## config.mk

```make
export PLATFORM = sky130hd
export DESIGN_NAME = pfst_ctrl
export DESIGN_NICKNAME = d
export VERILOG_FILES = /design/src/design/pfst_pkg.sv /design/src/design/pfst_ctrl.sv
export SDC_FILE = /design/constraint.sdc
export NUM_CORES = 1
export LEC_CHECK = 0
export ABC_AREA = 0
export BUFFER_PORTS_ARGS = -buffer_cell sky130_fd_sc_hd__buf_2
export CAP_MARGIN = 30
export CORE_AREA = 5 5 42 44
export CTS_CLUSTER_DIAMETER = 30
export DETAILED_ROUTE_END_ITERATION = 7
export DIE_AREA = 0 0 47 49
export SETUP_SLACK_MARGIN = 0.02
export SLEW_MARGIN = 20
export SYNTH_ARGS = -nofsm -noshare
export SYNTH_HDL_FRONTEND = slang
export SYNTH_SLANG_ARGS = --single-unit
```

## constraint.sdc

```tcl
create_clock -name clk -period 1.69 [get_ports clk]
set_input_delay 0.169 -clock clk [delete_from_list [all_inputs] [get_ports clk]]
set_output_delay 0.169 -clock clk [all_outputs]
set_load 0.1 [all_outputs]
```

## src/design/pfst_pkg.sv

```systemverilog
`timescale 1ns / 1ps
// Shared types and constants for the sieve-table prime factorizer.
package pfst_pkg;

	localparam int FW             = 12;
	localparam int MAX_DEPTH      = 2 ** FW;
	localparam int TABLE_SIZE_DEF = 4096;

	typedef enum logic [3:0] {
		S_FILL,
		S_PRIME_RD,
		S_PRIME_CHK,
		S_MARK_RD,
		S_MARK_CHK,
		S_IDLE,
		S_LOOK_RD,
		S_LOOK_WAIT,
		S_DIV
	} state_t;

	typedef struct packed {
		logic fill;
		logic rd_sp;
		logic sp_inc;
		logic j_load;
		logic rd_j;
		logic mark;
		logic load_num;
		logic rd_rem;
		logic div_start;
		logic emit;
	} cmd_t;

	typedef struct packed {
		logic fill_last;
		logic sq_lt;
		logic sp_prime;
		logic j_end;
		logic num_ok;
		logic div_done;
		logic quo_one;
	} status_t;

endpackage

```

## src/design/pfst_ctrl.sv

```systemverilog
`timescale 1ns / 1ps
// Controller: sieve sequencing after reset, then lookup and divide per factor.
module pfst_ctrl (
	input  logic              clk,
	input  logic              arst_n,
	input  logic              start,
	input  pfst_pkg::status_t st,
	output pfst_pkg::cmd_t    cmd,
	output logic              busy
);
	import pfst_pkg::*;

	state_t state_q;
	state_t state_d;

	always_ff @(posedge clk or negedge arst_n) begin
		if (!arst_n) begin
			state_q <= S_FILL;
		end else begin
			state_q <= state_d;
		end
	end

	always_comb begin
		state_d = state_q;
		unique case (state_q)
			S_FILL: begin
				if (st.fill_last) state_d = S_PRIME_RD;
			end
			S_PRIME_RD: begin
				state_d = st.sq_lt ? S_PRIME_CHK : S_IDLE;
			end
			S_PRIME_CHK: begin
				state_d = st.sp_prime ? S_MARK_RD : S_PRIME_RD;
			end
			S_MARK_RD: begin
				state_d = st.j_end ? S_PRIME_RD : S_MARK_CHK;
			end
			S_MARK_CHK: begin
				state_d = S_MARK_RD;
			end
			S_IDLE: begin
				if (start && st.num_ok) state_d = S_LOOK_RD;
			end
			S_LOOK_RD: begin
				state_d = S_LOOK_WAIT;
			end
			S_LOOK_WAIT: begin
				state_d = S_DIV;
			end
			S_DIV: begin
				if (st.div_done) state_d = st.quo_one ? S_IDLE : S_LOOK_RD;
			end
			default: state_d = S_FILL;
		endcase
	end

	always_comb begin
		cmd  = '0;
		busy = 1'b1;
		unique case (state_q)
			S_FILL: begin
				cmd.fill = 1'b1;
			end
			S_PRIME_RD: begin
				cmd.rd_sp = st.sq_lt;
			end
			S_PRIME_CHK: begin
				cmd.j_load = st.sp_prime;
				cmd.sp_inc = !st.sp_prime;
			end
			S_MARK_RD: begin
				cmd.rd_j   = !st.j_end;
				cmd.sp_inc = st.j_end;
			end
			S_MARK_CHK: begin
				cmd.mark = 1'b1;
			end
			S_IDLE: begin
				busy         = 1'b0;
				cmd.load_num = start && st.num_ok;
			end
			S_LOOK_RD: begin
				cmd.rd_rem = 1'b1;
			end
			S_LOOK_WAIT: begin
				cmd.div_start = 1'b1;
			end
			S_DIV: begin
				cmd.emit = st.div_done;
			end
			default: begin
				cmd = '0;
			end
		endcase
	end

endmodule

```

==> run_results.csv <==
group,metric,value,unit
synthesis,yosys.area_share.simple,0.457,
placed_design,preCtsSetupSlack,0.230,ns
grt,overflow,0,
worst_setup_path,path_cells,"buf_4 -> nand2_4 -> nor4_4 -> buf_12",
final_layout,regMostFlops,"state_q",
route,vias,482,
synthesis,ys_seq_area_frac,0.265,
placed_design,place_congestion,0.777,
synthesis,async_flop_share,1.00,
sta,slew_headroom,0.826,
worst_hold_path,min_path_cells,2,
worst_setup_path,critPathCaptureType,"primary output",
worst_setup_path,worstPathRequired,1.52,ns
final_layout,largest_reg_flops,4,
route,drc,0,
sta,fin_crit,1.60,ns
final_layout,layout-drive-gt1-share,0.584,
cts,cts_setup_buffers,0,
route,ant_nets,0,
sta,clock_skew,0.00117,ns
synthesis,synth_mux_area_frac,0,
synthesis,synth_enable_flop_cells,0,
final_layout,synthToLayoutAreaGrowth,109,%
run,cap_violations,0,
worst_setup_path,startpoint_type,"flip-flop",
worst_hold_path,holdCritPathClass,"in2reg",
synthesis,syn-cell-area,378,µm²
synthesis,postSynthAreaPerCell,7.13,µm²
final_layout,fin_nets,89,
route,drtIter0Drc,14,
route,route.detailed.wl_per_inst,12.7,µm
final_layout,utilization,0.563,
die,dieArea,2300,µm²
die,core,1400,µm²
cts,cts_buffers,3,
synthesis,synth_top_family_by_area,"simple AND/OR/NAND/NOR gates",
sta,drv_slew,0,
synthesis,synth_seq_cells,4,
placed_design,portBuffers,20,
worst_setup_path,critPathKind,"reg2out",
route,wirelength,1.18,mm
synthesis,synthFlopType,"dfrtp_1",
die,die_w,47,µm
final_layout,antenna_cells,0,
sta,finalSetupViolations,0,
worst_setup_path,reg2reg_depth,4,
die,initial_core_util,0.270,
grt,track_usage,0.120,
cts,htree_levels,1,
sta,final_hold_viol_count,0,
worst_setup_path,crit_arrival,1.43,ns
worst_setup_path,slowest_delay,0.42,ns
grt,grt_start_max_net_pins,14,
cts,clk_pin_slew,0.04,ns
grt,antenna_found_initial,0,
synthesis,postSynthCellCount,53,
cts,clk_latency,0.23,ns
sta,fin_tns_setup,0,ns
final_layout,reg.largest.list,"state_q: 4 flops",
synthesis,synth-xor-area-share,0,
synthesis,synth_nets,63,
cts,cts_max_path_buffers,2,
grt,first_global_vias,471,
placed_design,dpl.hpwl,961,µm
die,chipHeight,49,µm
worst_setup_path,crit_slowest_cell,"dfrtp_2",
route,vias_per_cell,5.18,
die,row_count,14,
cts,tritoncts,"built",
synthesis,synth_fa_ha_area_frac,0,
grt,grt_pass1_wl,2.04,mm
sta,fmax,624,MHz
worst_setup_path,cp_max_fo,9,
synthesis,ys.warnings.count,0,
route,drt_first_pass_iters,4,
synthesis,synth.distinct_cells,25,
sta,tightest_slew,0.259,ns
worst_setup_path,ff2ff_setup_slack,0.34,ns
sta,rsz0062_at_grt,"yes",
synthesis,synth_compound_area_frac,0.209,
sta,setup_slack,0.0886,ns
die,io_pins,21,
cts,root_buffer,"clkbuf_4",
sta,fin_crit_sh,0.948,
status,outcome,"complete, no violations",
sta,hold_ws,0.130,ns
cts,cts.sinks,4,
[layer usage]
| layer | track usage | routed length [µm] | vias up |
|---|---|---|---|
| met5 | 0 | 0 | - |
| met4 | 0.0553 | 0 | 0 |
| met3 | 0.0332 | 60 | 0 |
| met2 | 0.181 | 624 | 12 |
| met1 | 0.152 | 498 | 230 |
| li1 | - | - | 240 |
[critical path, delay by kind of cell, from the launching register on]
| kind | cells | cell delay [ns] |
|---|---|---|
| and+or+nand+nor | 2 | 0.34 |
| DFF | 1 | 0.42 |
| buffers and inverters | 2 | 0.43 |
[logic make-up (layout without fill, tap and decap cells)]
| family | Yosys count | in the layout |
|---|---|---|
| AO/OA/AOI/OAI | 12 | 12 |
| AND/OR/NAND/NOR | 32 | 32 |
| flip-flops | 4 | 4 |
| buffers and inverters | 5 | 29 |
[what timing repair did]
action | CTS | global route
endpoints found under the setup margin | 3 | 7
endpoints found under the hold margin | 4 | 0
resized for setup | 1 | 3
hold buffers | 1 | 0
[final timing paths]
check,to,startpoint
max,cmd[5],state_q[1]
min,state_q[3],st[1]
max reg2reg,state_q[1],state_q[3]
min reg2reg,state_q[3],state_q[1]
max in group asynchronous,state_q[3],arst_n
min in group asynchronous,state_q[2],arst_n
[placed cells by master (no fill, tap or decap)]
cell / n
nand4b_1: 1
and3_1: 2
dfrtp_1: 1
inv_1: 1
a211oi_1: 1
and3_2: 2
clkbuf_4: 3
o21ai_1: 2
buf_4: 4
nor2_1: 4
buf_12: 11
a21oi_1: 2
nand2b_4: 1
nor4_4: 2
nor2b_2: 2
or3b_1: 1
nor3_4: 1
a41oi_1: 1
nor3_2: 1
buf_2: 9
nor4_1: 1
nand3b_1: 1
nor2b_1: 1
o21ai_0: 3
o2bb2ai_1: 1
nor2_2: 2
a211oi_2: 1
o22ai_1: 1
dlygate4sd3_1: 1
nand3_1: 1
nand2_1: 6
nand2_4: 2
dfrtp_2: 3
nor2_4: 1
[cells in the mapped netlist (2+ instances only)]
master	instances	area share
o21ai_1	2	0.026
nor4_1	3	0.050
nor2b_1	3	0.050
and3_1	4	0.066
nand2_1	8	0.079
a21oi_1	2	0.026
buf_2	3	0.040
o21ai_0	3	0.040
nor2_1	6	0.060
dfrtp_1	4	0.26
[stage by stage]
| stage | cell area, µm² | std cells |
|---|---|---|
| final | 788 | 93 |
| after global routing | 788 | 93 |
| after CTS | 783 | 93 |
| after detailed placement | 749 | 89 |
| after global placement | 749 | 89 |
| after floorplan | 475 | 53 |
[final cells by class]
| class | count | area, µm² |
|---|---|---|
| Sequential cell | 4 | 104 |
| Fill cell | 139 | 613 |
| Tap cell | 16 | 20.0 |
| Timing Repair Buffer | 25 | 305 |
| Inverter | 1 | 3.75 |
| Multi-Input combinational cell | 44 | 333 |
| Clock buffer | 3 | 22.5 |
Power is left out: the tool's default activity adds up to more than one toggle a clock period on the data nets, which glitch-free logic cannot reach.
